### src/rtl/gdc_pkg.sv
// Shared types, codes and helpers for the gate door controller.
package gdc_pkg;

    // One-hot controller states
    typedef enum logic [7:0] {
        ST_INIT    = 8'b0000_0001,
        ST_ERROR   = 8'b0000_0010,
        ST_OPENING = 8'b0000_0100,
        ST_CLOSING = 8'b0000_1000,
        ST_OPEN    = 8'b0001_0000,
        ST_CLOSED  = 8'b0010_0000,
        ST_STOPPED = 8'b0100_0000,
        ST_UNKNOWN = 8'b1000_0000
    } state_t;

    // Encoded door state reported on the output word
    localparam logic [2:0] DOOR_INIT    = 3'd0;
    localparam logic [2:0] DOOR_ERROR   = 3'd1;
    localparam logic [2:0] DOOR_OPENING = 3'd2;
    localparam logic [2:0] DOOR_CLOSING = 3'd3;
    localparam logic [2:0] DOOR_OPEN    = 3'd4;
    localparam logic [2:0] DOOR_CLOSED  = 3'd5;
    localparam logic [2:0] DOOR_STOPPED = 3'd6;
    localparam logic [2:0] DOOR_UNKNOWN = 3'd7;

    // Unknown-position handling modes
    localparam logic [1:0] UNK_CLOSE     = 2'd0;
    localparam logic [1:0] UNK_OPEN      = 2'd1;
    localparam logic [1:0] UNK_WAIT_KEY  = 2'd2;
    localparam logic [1:0] UNK_WAIT_BTN  = 2'd3;

    // Configuration register indexes
    localparam logic CFG_STOP_RESUME_MODE = 1'b0;
    localparam logic CFG_UNKNOWN_MODE     = 1'b1;

    // Input sample, limit_closed in the lowest bit
    typedef struct packed {
        logic push_button;
        logic key_close;
        logic key_open;
        logic photocell;
        logic limit_open;
        logic limit_closed;
    } sample_t;

    // Result word, door_state in the lowest bits
    typedef struct packed {
        logic       buzzer;
        logic       motor_close;
        logic       motor_open;
        logic [2:0] door_state;
    } result_t;

    // Mode registers as seen by the next-state logic
    typedef struct packed {
        logic       stop_resume_mode;
        logic [1:0] unknown_mode;
    } mode_cfg_t;

    function automatic logic [2:0] state_code(input state_t st);
        logic [2:0] code;
        case (st)
            ST_INIT:    code = DOOR_INIT;
            ST_ERROR:   code = DOOR_ERROR;
            ST_OPENING: code = DOOR_OPENING;
            ST_CLOSING: code = DOOR_CLOSING;
            ST_OPEN:    code = DOOR_OPEN;
            ST_CLOSED:  code = DOOR_CLOSED;
            ST_STOPPED: code = DOOR_STOPPED;
            ST_UNKNOWN: code = DOOR_UNKNOWN;
            default:    code = DOOR_INIT;
        endcase
        return code;
    endfunction

endpackage

### src/rtl/gate_door_controller_fsm_unit.sv
// Top level of the gate door controller: input register, state, result register.
//
//  Channel   Dir  Handshake          Payload
//  s_*       in   s_tvalid/s_tready  s_tdata: one switch/key sample word
//  m_*       out  m_tvalid/m_tready  m_tdata: new door state and drives
//  cfg_*     in   cfg_wr_en          cfg_addr selects register, cfg_data value
//
// Each sample word is taken into an input register; when the output register
// is free, the next-state decode runs against the state register and the
// result lands in the output register. One word per cycle is sustained while
// m_tready is high. A stalled output holds both stages; s_tready stays high
// while stage one is empty or can move on. Reset puts the controller in init,
// clears the last direction and both mode registers.
module gate_door_controller_fsm_unit (
    input  logic       clk,
    input  logic       rst_n,

    input  logic       s_tvalid,
    output logic       s_tready,
    // [0] limit_closed, [1] limit_open, [2] photocell, [3] key_open,
    // [4] key_close, [5] push_button, [7:6] zero
    input  logic [7:0] s_tdata,

    output logic       m_tvalid,
    input  logic       m_tready,
    // [2:0] door_state, [3] motor_open, [4] motor_close, [5] buzzer, [7:6] zero
    output logic [7:0] m_tdata,

    input  logic       cfg_wr_en,
    input  logic       cfg_addr,
    input  logic [1:0] cfg_data
);

    // mode registers
    logic       stop_resume_mode_reg;
    logic [1:0] unknown_mode_reg;

    // stage one: sampled word
    logic             in_valid_reg;
    gdc_pkg::sample_t in_sample_reg;

    // controller state
    gdc_pkg::state_t state_reg;
    gdc_pkg::state_t state_next;
    logic            last_open_reg;
    logic            last_open_next;

    // stage two: result word
    logic             out_valid_reg;
    gdc_pkg::result_t out_result_reg;
    gdc_pkg::result_t result_next;

    gdc_pkg::mode_cfg_t mode_cfg;

    logic out_free;    // output register can take a word this cycle
    logic advance;     // stage one word moves into the state/result stage
    logic in_take;     // new sample accepted

    assign out_free = !out_valid_reg || m_tready;
    assign advance  = in_valid_reg && out_free;
    assign s_tready = !in_valid_reg || out_free;
    assign in_take  = s_tvalid && s_tready;

    assign mode_cfg.stop_resume_mode = stop_resume_mode_reg;
    assign mode_cfg.unknown_mode     = unknown_mode_reg;

    // config writes
    always_ff @(posedge clk or negedge rst_n)
    begin
        if (!rst_n)
        begin
            stop_resume_mode_reg <= 1'b0;
            unknown_mode_reg     <= gdc_pkg::UNK_CLOSE;
        end
        else if (cfg_wr_en)
        begin
            case (cfg_addr)
                gdc_pkg::CFG_STOP_RESUME_MODE: stop_resume_mode_reg <= cfg_data[0];
                gdc_pkg::CFG_UNKNOWN_MODE:     unknown_mode_reg     <= cfg_data;
                default:                       unknown_mode_reg     <= unknown_mode_reg;
            endcase
        end
    end

    // stage one control
    always_ff @(posedge clk or negedge rst_n)
    begin
        if (!rst_n)
            in_valid_reg <= 1'b0;
        else if (s_tready)
            in_valid_reg <= s_tvalid;
    end

    // stage one payload
    always_ff @(posedge clk)
    begin
        if (in_take)
            in_sample_reg <= gdc_pkg::sample_t'(s_tdata[5:0]);
    end

    gdc_next u_next (
        .state          (state_reg),
        .last_open      (last_open_reg),
        .sample         (in_sample_reg),
        .cfg            (mode_cfg),
        .state_next     (state_next),
        .last_open_next (last_open_next),
        .result         (result_next)
    );

    // state and output valid
    always_ff @(posedge clk or negedge rst_n)
    begin
        if (!rst_n)
        begin
            state_reg     <= gdc_pkg::ST_INIT;
            last_open_reg <= 1'b0;
            out_valid_reg <= 1'b0;
        end
        else
        begin
            if (advance)
            begin
                state_reg     <= state_next;
                last_open_reg <= last_open_next;
            end
            if (out_free)
                out_valid_reg <= in_valid_reg;
        end
    end

    // output payload
    always_ff @(posedge clk)
    begin
        if (advance)
            out_result_reg <= result_next;
    end

    assign m_tvalid = out_valid_reg;
    assign m_tdata  = {2'b00, out_result_reg};

    // motion direction memory agrees with the moving states
    a_opening_dir: assert property (@(posedge clk) disable iff (!rst_n)
        (state_reg == gdc_pkg::ST_OPENING) |-> last_open_reg)
        else $error("opening state without opening direction");

    a_closing_dir: assert property (@(posedge clk) disable iff (!rst_n)
        (state_reg == gdc_pkg::ST_CLOSING) |-> !last_open_reg)
        else $error("closing state with opening direction");

    // state only moves when a word passes into the result register
    a_state_hold: assert property (@(posedge clk) disable iff (!rst_n)
        !advance |=> $stable(state_reg) && $stable(last_open_reg))
        else $error("state changed without a word");

    // a word waiting in stage one is never dropped
    a_stage_hold: assert property (@(posedge clk) disable iff (!rst_n)
        (in_valid_reg && !out_free) |=> in_valid_reg && $stable(in_sample_reg))
        else $error("stage one word lost while stalled");

    // output word reflects the state register it was built from
    a_out_matches: assert property (@(posedge clk) disable iff (!rst_n)
        advance |=> out_result_reg.door_state == gdc_pkg::state_code(state_reg))
        else $error("result word disagrees with state");

endmodule

### src/rtl/gdc_next.sv
// Next-state and output decode for one sample of the gate door controller.
module gdc_next (
    input  gdc_pkg::state_t    state,
    input  logic               last_open,
    input  gdc_pkg::sample_t   sample,
    input  gdc_pkg::mode_cfg_t cfg,
    output gdc_pkg::state_t    state_next,
    output logic               last_open_next,
    output gdc_pkg::result_t   result
);

    logic lc, lo, pc, ko, kc, pb;
    logic go_open;

    assign lc = sample.limit_closed;
    assign lo = sample.limit_open;
    assign pc = sample.photocell;
    assign ko = sample.key_open;
    assign kc = sample.key_close;
    assign pb = sample.push_button;

    // button in stopped: resume last motion, or reverse it
    assign go_open = last_open ^ cfg.stop_resume_mode;

    always_comb
    begin
        state_next = state;
        case (state)
            gdc_pkg::ST_INIT:
            begin
                if (lc && lo)
                    state_next = gdc_pkg::ST_ERROR;
                else if (lo)
                    state_next = gdc_pkg::ST_OPEN;
                else if (lc)
                    state_next = gdc_pkg::ST_CLOSED;
                else
                    state_next = gdc_pkg::ST_UNKNOWN;
            end
            gdc_pkg::ST_ERROR:
            begin
                if (lo && !lc)
                    state_next = gdc_pkg::ST_OPEN;
                else if (lc && !lo)
                    state_next = gdc_pkg::ST_CLOSED;
                else if (!lc && !lo && !pc)
                    state_next = gdc_pkg::ST_CLOSING;
            end
            gdc_pkg::ST_OPENING:
            begin
                if (pb)
                    state_next = gdc_pkg::ST_STOPPED;
                else if (lo)
                    state_next = gdc_pkg::ST_OPEN;
            end
            gdc_pkg::ST_CLOSING:
            begin
                if (pb)
                    state_next = gdc_pkg::ST_STOPPED;
                else if (lc)
                    state_next = gdc_pkg::ST_CLOSED;
            end
            gdc_pkg::ST_OPEN:
            begin
                if (kc || pb)
                    state_next = gdc_pkg::ST_CLOSING;
            end
            gdc_pkg::ST_CLOSED:
            begin
                if (ko || pb)
                    state_next = gdc_pkg::ST_OPENING;
            end
            gdc_pkg::ST_STOPPED:
            begin
                if (ko)
                    state_next = gdc_pkg::ST_OPENING;
                else if (kc)
                    state_next = gdc_pkg::ST_CLOSING;
                else if (pb)
                    state_next = go_open ? gdc_pkg::ST_OPENING : gdc_pkg::ST_CLOSING;
            end
            gdc_pkg::ST_UNKNOWN:
            begin
                case (cfg.unknown_mode)
                    gdc_pkg::UNK_CLOSE:
                        state_next = gdc_pkg::ST_CLOSING;
                    gdc_pkg::UNK_OPEN:
                        state_next = gdc_pkg::ST_OPENING;
                    gdc_pkg::UNK_WAIT_KEY:
                    begin
                        if (ko)
                            state_next = gdc_pkg::ST_OPENING;
                        else if (kc)
                            state_next = gdc_pkg::ST_CLOSING;
                    end
                    gdc_pkg::UNK_WAIT_BTN:
                    begin
                        if (pb)
                            state_next = gdc_pkg::ST_CLOSING;
                    end
                    default:
                        state_next = gdc_pkg::ST_CLOSING;
                endcase
            end
            default:
                state_next = gdc_pkg::ST_INIT;
        endcase
    end

    always_comb
    begin
        last_open_next = last_open;
        if (state_next == gdc_pkg::ST_OPENING)
            last_open_next = 1'b1;
        else if (state_next == gdc_pkg::ST_CLOSING)
            last_open_next = 1'b0;
    end

    assign result.door_state  = gdc_pkg::state_code(state_next);
    assign result.motor_open  = (state_next == gdc_pkg::ST_OPENING);
    assign result.motor_close = (state_next == gdc_pkg::ST_CLOSING);
    assign result.buzzer      = (state_next == gdc_pkg::ST_ERROR);

endmodule
### config.mk
export PLATFORM = sky130hd
export DESIGN_NAME = gate_door_controller_fsm_unit
export DESIGN_NICKNAME = d
export VERILOG_FILES = /design/src/rtl/gdc_pkg.sv /design/src/rtl/gate_door_controller_fsm_unit.sv /design/src/rtl/gdc_next.sv
export SDC_FILE = /design/constraint.sdc
export NUM_CORES = 1
export LEC_CHECK = 0
export ABC_AREA = 1
export BUFFER_PORTS_ARGS = -buffer_cell sky130_fd_sc_hd__buf_2
export CAP_MARGIN = 20
export CORE_MARGIN = 2
export CORE_UTILIZATION = 50
export DETAILED_ROUTE_END_ITERATION = 8
export HOLD_SLACK_MARGIN = 0.03
export PLACE_DENSITY = 0.74
export SLEW_MARGIN = 25
export SYNTH_ARGS = -nofsm -noshare
export SYNTH_HDL_FRONTEND = slang
export SYNTH_SLANG_ARGS = --single-unit
### constraint.sdc
create_clock -name clk -period 1.48 [get_ports clk]
set_input_delay 0.074 -clock clk [delete_from_list [all_inputs] [get_ports clk]]
set_output_delay 0.074 -clock clk [all_outputs]
set_load 0.1 [all_outputs]
; After elaboration in Yosys (flattened, before gate mapping)
; Cells that the tools add are included.
[word_totals]
regBits = 26
output_inout_bits = 10
mem_count = 0
mem_bits_rw = 0
latch_bits = 0
romBits = 0
[op_classes]
multipliers = 0
bitwise = 2
magnitude_cmp = 0
eq_ne = 18
mux = 24
n_reduce_logical = 21
n_addsub = 0
shift = 0
div = 0
[op_table]
columns = operator, n
row1 = $mux W8, 18
row2 = $pmux W8 S8, 1
row3 = $pmux W8 S4, 1
row4 = $pmux W3 S7, 1
row5 = $eq A8 B2 Y1 const B, 2
row6 = $eq A8 B3 Y1 const B, 2
row7 = $eq A8 B4 Y1 const B, 2
row8 = $eq A8 B5 Y1 const B, 2
row9 = $eq A8 B6 Y1 const B, 2
row10 = $eq A8 B7 Y1 const B, 2
row11 = $eq A8 B8 Y1 const B, 2
row12 = $eq A8 B1 Y1 const B, 1
row13 = $logic_and A1 B1 Y1, 7
row14 = $reduce_and A2 Y1, 3
row15 = $logic_not A1 Y1, 5
row16 = $eq A2 B2 Y1 const B, 2
row17 = $logic_or A1 B1 Y1, 4
row18 = $mux W4, 1
row19 = $eq A2 B1 Y1 const B, 1
row20 = $logic_not A2 Y1, 1
row21 = $mux W1, 2
row22 = $reduce_bool A2 Y1, 1
row23 = $not A1 Y1, 1
row24 = $xor A1 B1 Y1, 1

; Longest topological paths before layout
; Gate-level depths: netlist of the first run.
[depth]
ltp_word = 10
ltp_mapped = 11
depth_no_buf = 11

; Hierarchy
; From an unflattened synthesis of the first run, not the netlist that was laid out.
[unflattened]
hier_cells = 233
area_unflattened_um2 = 1630.3
[modules_own_cells]
columns = mod, instances, cells_each, area_per_inst_um2
row1 = gate_door_controller_fsm_unit, 1, 79, 950.9
row2 = gdc_next, 1, 154, 679.4

; Worst setup path before layout of the first run
; OpenSTA, ideal clock, no wires.
[synth_timing]
path_type = reg2reg
from = reg out_valid_reg, in the netlist m_tvalid
to = reg in_sample_reg[0] (netlist bit) (enable)
arrival_time_ps = 2385
path_stages_with_launch = 4
synth_period_minus_slack_ps = 2655
setup_slack_ps = -1175
t_required_ps = 1210
path_cell_list = dfrtp_1 -> nand3_1 -> nand2_1 -> inv_1
[synth_between]
elab_chain_cells = 4
[synth_rtl]
columns = item, line
row1 = "start, declared", gate_door_controller_fsm_unit.sv:49  ; logic out_valid_reg;
row2 = "start signal, assigned", gate_door_controller_fsm_unit.sv:128  ; out_valid_reg <= in_valid_reg;
row3 = $logic_not A1 Y1, gate_door_controller_fsm_unit.sv:59  ; assign out_free = !out_valid_reg || m_tready;
row4 = $logic_or A1 B1 Y1, gate_door_controller_fsm_unit.sv:59
row5 = $logic_or A1 B1 Y1, gate_door_controller_fsm_unit.sv:61  ; assign s_tready = !in_valid_reg || out_free;
row6 = via s_tready, gate_door_controller_fsm_unit.sv:19  ; output logic s_tready,
row7 = $logic_and A1 B1 Y1, gate_door_controller_fsm_unit.sv:62  ; assign in_take = s_tvalid && s_tready;
row8 = via in_take, gate_door_controller_fsm_unit.sv:57  ; logic in_take;
row9 = "end signal, assigned", gate_door_controller_fsm_unit.sv:98  ; in_sample_reg <= gdc_pkg::sample_t'(s_tdata[5:0]);
row10 = "end, declared", gate_door_controller_fsm_unit.sv:40  ; gdc_pkg::sample_t in_sample_reg;
; The timed path passes the listed nets, and every way through them passes these cells.
; A chain may end at the register's enable or synchronous reset.

==> reports/results.tsv, run 1 <==
stage	metric	value	unit
sta	Layout Skew	0.0188	ns
sta	fin crit period	1.72	ns
critical_path	crit-path max FO	5	
routing	Routed Antenna Nets	0	
logic_synthesis	post-synthesis register bit count	26	
floorplan	number of primary I/O pins	26	
critical_path	worst reg2reg path depth	9	
cells_and_area	n_diodes	0	
floorplan	initial core utilization	0.521	
logic_synthesis	fraction of registers with async set/reset	0.538	
logic_synthesis	Synth area leaders	edfxtp_1 23%, dfrtp_1 20%, nand2_1 14%	
clock_tree	clk buf depth	2	
placement	I/O Buffers	21	
global_routing	GRT Overall Usage	0.281	
critical_path	Crit. End Element	flip-flop	
logic_synthesis	commonest cells in the synthesized netlist	59 x nand2_1, 26 x nand3_1, 26 x nor2_1	
cells_and_area	fin util	0.818	
clock_tree	Root Driver	clkbuf_4	
hold_path	hold depth	3	
routing	DRC Markers	0	
clock_tree	CTS tree	done	
routing	DR vias	1862	
logic_synthesis	top-count cell post-synth	nand2_1	
power_and_ir_drop	Leak Pwr	1.23	nW
power_and_ir_drop	peak supply drop	0.818	mV
logic_synthesis	area share of the largest cell type after synthesis	0.226	
sta	setup tns final	-2.00	ns
sta	PnR worst setup slack	-0.244	ns
clock_tree	clock sinks	26	
placement	RePlAce Congestion	0.928	
floorplan	site row count	20	
logic_synthesis	ys flop type	dfrtp_1	
logic_synthesis	Ys Warns	0	
cells_and_area	Syn-to-layout area delta	56.9	%
sta	max-slew violation count	0	
placement	dpl ws	-0.203	ns
routing	total wire length	5110	um
critical_path	required time of the critical path	1.59	ns
cells_and_area	post-route cell area	0.00250	mm^2
cells_and_area	Final #Nets	316	
routing	WL/cell	14.9	um
global_routing	first-pass GRT wire length	7480	um
clock_tree	Num CTS Buffers	3	
sta	RSZ-0062 raised after global routing	yes	
logic_synthesis	top cell type by total area after synthesis	edfxtp_1	
global_routing	largest net degree at the start of global routing	20	
floorplan	Die Height	60.4	um
placement	Area after DPL	0.00202	mm^2
clock_tree	clk slew on worst S/H paths	0.16	ns
hold_path	worst min path class	primary input to flip-flop	
global_routing	vias in the first global route	1717	
floorplan	die area	0.00365	mm^2
outcome	violated checks	setup timing	
routing	DR vias/cell	5.43	
critical_path	Worst EP arrival	1.84	ns
sta	fin crit share	1.16	
logic_synthesis	synth unique cells	28	
critical_path	Worst setup SP type	flip-flop	
placement	dpl hpwl	3000	um
clock_tree	H-tree levels	1	
critical_path	crit path kind	flip-flop to flip-flop	
sta	Final Setup Violations	14	
logic_synthesis	Post-Syn Area per Cell	7.30	um^2
floorplan	chip width	60.4	um
sta	fmax	0.580	GHz
outcome	status	finished, violations left	
run	MaxCap Viol Count	0	
cells_and_area	area occupied by multi-input gates	941	um^2
logic_synthesis	Post-synth EDFFs	12	
floorplan	core box area	0.00305	mm^2
global_routing	initial antenna violation count	0	
logic_synthesis	Syn Std Cell Area	0.00159	mm^2
routing	initial DRC count	150	
power_and_ir_drop	power density cells	1520	mW/mm^2
cells_and_area	fillers	191	
logic_synthesis	Seq/Total Area, Yosys	0.447	
cells_and_area	max reg flops	8	
clock_tree	Clock Latency Late Sink	0.35	ns
logic_synthesis	Post-Synthesis Cells	218	
sta	Final Hold Fails	0	
global_routing	GRT overflow	0	
routing	Initial DRT Pass Iterations	4	
cells_and_area	storage element area	718	um^2
cells_and_area	share of layout cells above drive strength 1	0.435	
-- worst paths after layout --
check,from,endpoint,slack (ns)
worst max-delay path,state_reg[0],m_tdata[1],-0.24
worst min-delay path,cfg_addr,unknown_mode_reg[1],0.06
worst max register to register,state_reg[0],m_tdata[1],-0.24
worst min register to register,last_open_reg,last_open_reg,0.52
max in group asynchronous,rst_n,m_tvalid,1.00
min in group asynchronous,rst_n,state_reg[1],0.15
-- where the power goes --
part,total (mW),internal [mW],switching [mW]
logic,2.24,0.798,1.44
registers,1.06,0.951,0.106
clock network,0.508,0.275,0.233
total,3.80,2.02,1.78
-- metal layers --
layer	share of wire	wire length, um	track usage	vias to the layer above
met5	0	0	0	-
met4	0.042	213	0.127	0
met3	0.065	331	0.0512	26
met2	0.49	2520	0.483	87
met1	0.40	2050	0.343	872
li1	-	-	-	877
-- final cells by class --
class | count | area share
clock buffers | 3 | 0.00902
clock inverters | 1 | 0.0120
flip-flops and latches | 26 | 0.288
well taps | 44 | 0.0220
multi-input cells | 157 | 0.377
inverters | 32 | 0.0521
repair buffers | 80 | 0.240
-- metrics by stage --
| stage | hold WS [ns] | total power, mW | cells |
|---|---|---|---|
| 2_1_floorplan | -0.222 | 2.24 | 219 |
| 3_3_place_gp | 0.00303 | 2.76 | 312 |
| 3_5_place_dp | 0.00254 | 2.78 | 312 |
| 4_1_cts | 0.0577 | 3.54 | 340 |
| 5_1_grt | 0.0664 | 4.00 | 343 |
| 6_report | 0.0584 | 3.80 | 343 |
-- kinds of logic (layout without fill, tap and decap cells) --
| family | count (synthesis) | in the layout | synth area share |
|---|---|---|---|
| other | 1 | 2 | 0.00236 |
| AO/OA/AOI/OAI | 28 | 28 | 0.101 |
| flip-flops | 26 | 26 | 0.447 |
| buffers and inverters | 36 | 116 | 0.0928 |
| AND/OR/NAND/NOR | 127 | 127 | 0.357 |
-- critical path: stages (launching register included) --
cell     delay, ns
dfstp_2       0.57
inv_2         0.06
nand2_4       0.08
nor2_4        0.06
nand2_2       0.11
nor2_1        0.08
o21ai_1       0.14
nand4_2       0.20
nor2_2        0.14
nand2_1       0.05
-- layout by cell type, fill, tap and decap left out, drive strengths merged --
cell type	netlist	final
bufinv	0	1
buf	4	67
inv	32	32
nand3	26	26
o32ai	1	1
o21ai	15	15
o31ai	1	1
edfxtp	12	12
nor2	29	29
a21boi	1	1
o211ai	1	1
clkbuf	0	3
a21oi	6	6
a31oi	2	2
nand2	63	63
dfstp	1	1
or2	1	1
nand4	6	6
o22ai	1	1
dlygate4sd3	0	13
nor3	2	2
dfrtp	13	13
conb	1	2
-- timing repair --
action | CTS | global route
hold buffers | 13 | 0
endpoints found under the setup margin | 13 | 15
buffers inserted | 11 | 4
pin swaps | 17 | 10
resized for setup | 28 | 26
hold endpoints to repair | 25 | 0
Note: power is estimated with default switching activity, not from simulation.
==> run 2: changes to the inputs <==
CORE_ASPECT_RATIO = 1.4   (was default)
==> run 2 against run 1 <==
  * The run still ends with setup timing left
  * Largest cell class unchanged
  * Combinational power decreased by 13%
  * Core utilization shrank 7.1 points
  * Via count fell by 7.2%
  * Total power is 5.0% lower
  * Worst hold slack worse by 0.0016 ns
  * Setup slack improved by 0.074 ns
  * Critical endpoint is now m_tdata[0]
  * Sequential power about the same
  * Wire length down 12%
  * Cell count decreased by 6.1%
  * Register-to-register slack gained 0.07 ns
  * Count of clock-buffer cells in the layout unchanged
  * Critical path type unchanged
==> reports/results.tsv, run 2 (synthesized netlist as in run 1, its figures left out) <==
stage	metric	value	unit	change
outcome	status	finished, violations left		
outcome	violated checks	setup timing		
placement	I/O Buffers	21		unchanged
critical_path	R2R Setup Slk	-0.17	ns	+0.07 ns
power_and_ir_drop	peak supply drop	1.23	mV	+50%
cells_and_area	share of layout cells above drive strength 1	0.378		-0.0567
hold_path	Worst Hold End	unknown_mode_reg[1]		
power_and_ir_drop	Power, Total	3.61	mW	-5.0%
placement	Cells after DPL	301		-3.5%
sta	fin crit period	1.65	ns	-0.0739 ns
clock_tree	H-tree levels	1		unchanged
sta	max-slew violation count	0		unchanged
routing	total wire length	4510	um	-12%
routing	DRC Markers	0		unchanged
clock_tree	clk buf depth	2		unchanged
clock_tree	Num CTS Buffers	3		unchanged
floorplan	Die Height	70.8	um	+17%
floorplan	site row count	24		+20%
global_routing	vias in the first global route	1554		-9.5%
run	MaxCap Viol Count	0		unchanged
global_routing	largest net degree at the start of global routing	16		-20%
global_routing	GR Util met3	0.0338		-0.0174
sta	PnR worst setup slack	-0.170	ns	+0.0739 ns
global_routing	GRT Overall Usage	0.252		-0.0284
routing	initial DRC count	65		-57%
critical_path	Worst setup SP type	flip-flop		
clock_tree	clock sinks	26		unchanged
cells_and_area	n_diodes	0		unchanged
placement	RePlAce Congestion	1.08		+16%
global_routing	met1 Use GR	0.260		-0.0828
global_routing	first-pass GRT wire length	6810	um	-8.9%
critical_path	required time of the critical path	1.62	ns	+0.03 ns
hold_path	worst min path class	primary input to flip-flop		
cells_and_area	Final #Nets	300		-5.1%
hold_path	hold depth	3		unchanged
cells_and_area	most common library cell in the layout ignoring fill and taps	nand2_1		
critical_path	crit-path max FO	7		+2
power_and_ir_drop	Leak Pwr	1.16	nW	-6.3%
cells_and_area	Syn-to-layout area delta	45.2	%	
clock_tree	Clock Latency Late Sink	0.27	ns	-0.08 ns
routing	Routed Antenna Nets	0		unchanged
floorplan	die area	0.00366	mm^2	+0.17%
routing	WL/cell	14.0	um	-6.0%
global_routing	GRT overflow	0		unchanged
sta	Final Setup Violations	13		-1
routing	DR vias/cell	5.37		-1.1%
critical_path	cell at the slowest stage of the critical path	dfrtp_2		
global_routing	M2 GR Usage	0.473		-0.00998
cells_and_area	commonest cells after routing, fill and taps aside	53 x nand2_1, 31 x buf_4, 22 x nand3_1		
clock_tree	CTS tree	done		
sta	fmax	0.606	GHz	+4.5%
routing	DR vias	1728		-7.2%
critical_path	worst reg2reg path depth	8		-1
sta	hold slack	0.0568	ns	-0.00165 ns
floorplan	chip width	51.7	um	-14%
clock_tree	clk slew on worst S/H paths	0.09	ns	-0.07 ns
global_routing	busiest grt layer	met2		
critical_path	worst-path cell chain	nor2_2 -> nand2_1 -> nor2_1 -> nand3_1 -> nand2_1 -> a21boi_1 -> nand2_1 -> nand3_1		
routing	Initial DRT Pass Iterations	5		+1
sta	RSZ-0062 raised after global routing	yes		
critical_path	crit-path most repeated cell	nand2_1		
critical_path	Worst path max stage delay	0.49	ns	-0.08 ns
sta	setup tns final	-1.24	ns	+0.758 ns
clock_tree	Root Driver	clkbuf_8		
placement	dpl hpwl	3090	um	+3.0%
critical_path	Crit. End Element	flip-flop		
cells_and_area	fin cells	322		-6.1%
critical_path	crit path kind	flip-flop to flip-flop		
cells_and_area	max reg flops	8		unchanged
sta	Layout Skew	0.00452	ns	-0.0143 ns
sta	fin crit share	1.11		-0.0499
floorplan	initial core utilization	0.515		-0.00675
floorplan	core box area	0.00309	mm^2	+1.3%
sta	Final Hold Fails	0		unchanged
critical_path	Critical R2R Capture	m_tdata[0]		
critical_path	r2r startpoint	state_reg[3]		
global_routing	initial antenna violation count	0		unchanged
hold_path	Worst Hold Launch	cfg_data[1]		
floorplan	number of primary I/O pins	26		unchanged
power_and_ir_drop	power density cells	1560	mW/mm^2	+2.7%
critical_path	Worst EP arrival	1.79	ns	-0.05 ns
-- run 2: cell count changes in the layout (fill, tap and decap cells not counted), moves of 2 or more --
cell | previous run | this run
buf_4 | 43 | 31
o21ai_2 | 3 | 1
nor2_1 | 13 | 16
dlygate4sd3_1 | 13 | 9
nor2_2 | 12 | 10
nand3_2 | 6 | 3
nand3_1 | 19 | 22
o21ai_0 | 9 | 7
clkbuf_4 | 3 | 0
clkbuf_8 | 0 | 3
o21ai_1 | 2 | 7
-- run 2: how the worst max path moves through the flow --
stage	slack [ns]	cells after the start	to	startpoint
after CTS	-0.14	11	m_tdata[1]	state_reg[0]
after global placement	-0.15	7	m_tdata[1]	state_reg[2]
after detailed placement	-0.17	11	m_tdata[1]	state_reg[3]
after floorplan	-0.004	11	m_tdata[1]	state_reg[0]
final	-0.17	8	m_tdata[0]	state_reg[3]
after global routing	-0.29	9	m_tdata[0]	state_reg[0]
-- run 2: critical path: cells and delay by family (launching register included) --
kind	cells	cell delay (ns)
compound gates	1	0.16
simple gates	7	0.87
flops	1	0.49
-- run 2: stage by stage --
stage	worst slack [ns]	area, um^2	utilization
after floorplan	-0.00396	1630	-
after global placement	-0.150	1970	0.636
after detailed placement	-0.166	1970	0.636
after CTS	-0.145	2190	0.708
after global routing	-0.293	2310	0.747
final	-0.170	2310	0.747
-- run 2: timing repair --
item | in CTS | in global routing
hold buffers | 9 | 0
buffers inserted | 1 | 7
endpoints found under the hold margin | 22 | 0
endpoints found under the setup margin | 13 | 15
pin swaps | 9 | 7
gates resized for setup | 19 | 22
-- run 2: area by class of cell --
cell class	count	area, um^2
clock buffers	3	41.3
clock inverters	1	30.0
fillers	238	782
inverters	32	130
multi-input cells	157	872
flip-flops and latches	26	718
well taps	39	48.8
repair buffers	64	470
-- run 2: routing by layer --
metal	share of wire	vias up	routed length, um
met5	0	-	0
met1	0.35	783	1590
met2	0.54	84	2450
met4	0.055	0	250
met3	0.048	25	215
li1	-	836	-
-- run 2: power by group --
group / switching, mW / internal, mW
sequential: 0.124 / 0.952
clock: 0.231 / 0.362
combinational: 1.32 / 0.625
==> run 3: changes to the inputs <==
CORE_UTILIZATION = 55   (was 50)
PLACE_DENSITY = 0.77   (was 0.74)
clock period = 1.7 ns   (was 1.48 ns; I/O delays follow)
==> run 3 against run 2 <==
  * The run now ends clean
  * Sequential power down 14%
  * Setup slack better by 0.20 ns
  * Global-route usage down 0.91 points
  * Count of clock-buffer cells in the layout unchanged
  * Worst hold slack worse by 0.014 ns
  * Register-to-register slack better by 0.20 ns
  * Total power down 21%
  * Combinational power down 28%
  * Die area down 8.5%
  * Fmax down 1.3%
  * Design area down 11%
  * Sequential cell count unchanged
  * Critical path type unchanged
  * Critical endpoint unchanged
  * Largest cell class unchanged
==> reports/results.tsv, run 3 (synthesized netlist as in run 1, its figures left out) <==
stage	metric	value	unit	change
routing	DRC Markers	0		unchanged
floorplan	core box area	0.00282	mm^2	-8.8%
routing	DR vias	1667		-3.5%
hold_path	worst min path class	primary input to flip-flop		
global_routing	vias in the first global route	1523		-2.0%
floorplan	number of primary I/O pins	26		unchanged
run	MaxCap Viol Count	0		unchanged
routing	WL/cell	13.5	um	-3.7%
routing	Initial DRT Pass Iterations	6		+1
power_and_ir_drop	Leak Pwr	1.03	nW	-11%
cells_and_area	Syn-to-layout area delta	28.9	%	
clock_tree	H-tree levels	1		unchanged
routing	Routed Antenna Nets	0		unchanged
critical_path	crit path kind	flip-flop to flip-flop		
critical_path	worst reg2reg path depth	10		+2
routing	total wire length	4010	um	-11%
global_routing	first-pass GRT wire length	6150	um	-9.6%
sta	fin crit share	0.983		-0.132
clock_tree	clk buf depth	2		unchanged
clock_tree	Num CTS Buffers	3		unchanged
critical_path	Worst EP arrival	1.70	ns	-0.09 ns
sta	fmax	0.598	GHz	-1.3%
placement	I/O Buffers	21		unchanged
cells_and_area	most common library cell in the layout ignoring fill and taps	nand2_1		
outcome	status	completed		
floorplan	die area	0.00335	mm^2	-8.5%
clock_tree	Clock Latency Late Sink	0.28	ns	about the same
routing	DR vias/cell	5.61		+4.6%
critical_path	required time of the critical path	1.73	ns	+0.11 ns
placement	dpl hpwl	2770	um	-10%
sta	Final Hold Fails	0		unchanged
placement	Cells after DPL	281		-6.6%
cells_and_area	commonest cells after routing, fill and taps aside	57 x nand2_1, 23 x inv_1, 23 x nand3_1		
cells_and_area	Final #Nets	277		-7.7%
global_routing	initial antenna violation count	0		unchanged
floorplan	Die Height	67.7	um	-4.4%
sta	fin crit period	1.67	ns	+0.0215 ns
floorplan	site row count	23		-4.2%
power_and_ir_drop	peak supply drop	0.981	mV	-20%
global_routing	largest net degree at the start of global routing	16		unchanged
clock_tree	CTS tree	done		
sta	Layout Skew	0.0100	ns	+0.00549 ns
placement	RePlAce Congestion	0.950		-12%
critical_path	Crit. End Element	flip-flop		
critical_path	Worst setup SP type	flip-flop		
clock_tree	clock sinks	26		unchanged
cells_and_area	share of layout cells above drive strength 1	0.281		-0.0973
clock_tree	Root Driver	clkbuf_8		
sta	max-slew violation count	0		unchanged
routing	initial DRC count	91		+40%
floorplan	chip width	49.5	um	-4.3%
power_and_ir_drop	power density cells	1380	mW/mm^2	-11%
cells_and_area	fillers	223		-6.3%
global_routing	GRT overflow	0		unchanged
cells_and_area	max reg flops	8		unchanged
sta	Final Setup Violations	0		-13
cells_and_area	fin cells	297		-7.8%
global_routing	GRT Overall Usage	0.243		-0.00906
cells_and_area	storage element area	714	um^2	-0.52%
floorplan	initial core utilization	0.564		+0.0498
cells_and_area	n_diodes	0		unchanged
critical_path	crit-path max FO	5		-2
clock_tree	clk slew on worst S/H paths	0.08	ns	about the same
cells_and_area	area occupied by multi-input gates	818	um^2	-6.2%
sta	hold slack	0.0429	ns	-0.0139 ns
sta	RSZ-0062 raised after global routing	yes		
hold_path	hold depth	3		unchanged
run 3: cell count changes in the layout (fill, tap and decap cells not counted), moves of 2 or more:
cell,previous run,this run
nand2_1,53,57
buf_4,31,11
nand2_4,6,3
inv_4,4,1
inv_1,21,23
o21ai_0,7,11
o21ai_1,7,4
run 3: worst max-delay path, cell delays in order, from the launching register on:
cell,delay (ns)
dfstp_2,0.56
inv_2,0.07
nand2_4,0.08
nor2_4,0.06
nand2_2,0.10
nor2_2,0.04
nand2_1,0.10
nand3_2,0.12
nor2_4,0.15
buf_6,0.11
nand3_2,0.06
run 3: final timing paths:
check                                     end  slack (ns)           from
min in group asynchronous        state_reg[6]        0.24          rst_n
worst max-delay path               m_tdata[0]        0.03   state_reg[0]
worst min-delay path             in_valid_reg        0.04       s_tvalid
worst max register to register     m_tdata[0]        0.03   state_reg[0]
max in group asynchronous        state_reg[0]        1.15          rst_n
worst min register to register  last_open_reg        0.53  last_open_reg
run 3: report_power, final:
group	switching, mW	internal, mW
combinational	1.03	0.372
sequential	0.101	0.826
clock	0.199	0.315
total	1.33	1.51
run 3: metal layers:
layer | global-route usage | wire length, um
met5 | 0 | 0
met4 | 0.146 | 136
met3 | 0.0199 | 248
met2 | 0.471 | 2130
met1 | 0.256 | 1490
run 3: layout make-up:
type	instances	area share
well taps	37	0.0226
multi-input cells	157	0.399
flip-flops and latches	26	0.348
clock buffers	3	0.0201
inverters	32	0.0598
repair buffers	41	0.136
clock inverters	1	0.0146
run 3: what timing repair did:
item	in CTS	in global routing
hold buffers	8	0
setup endpoints to repair	0	7
setup buffers	0	4
gates resized for setup	0	24
hold endpoints to repair	21	0
run 3: through the flow:
stage	utilization	total power, mW	setup slack, ns	cell area, um^2	setup TNS [ns]
6_report	0.728	2.84	0.0287	2050	0
5_1_grt	0.728	3.00	-0.0445	2050	-0.110
4_1_cts	0.689	2.72	0.0102	1940	0
3_5_place_dp	0.636	2.18	0.0300	1790	0
3_3_place_gp	0.636	2.17	0.0483	1790	0
2_1_floorplan	-	1.93	0.0617	1610	0
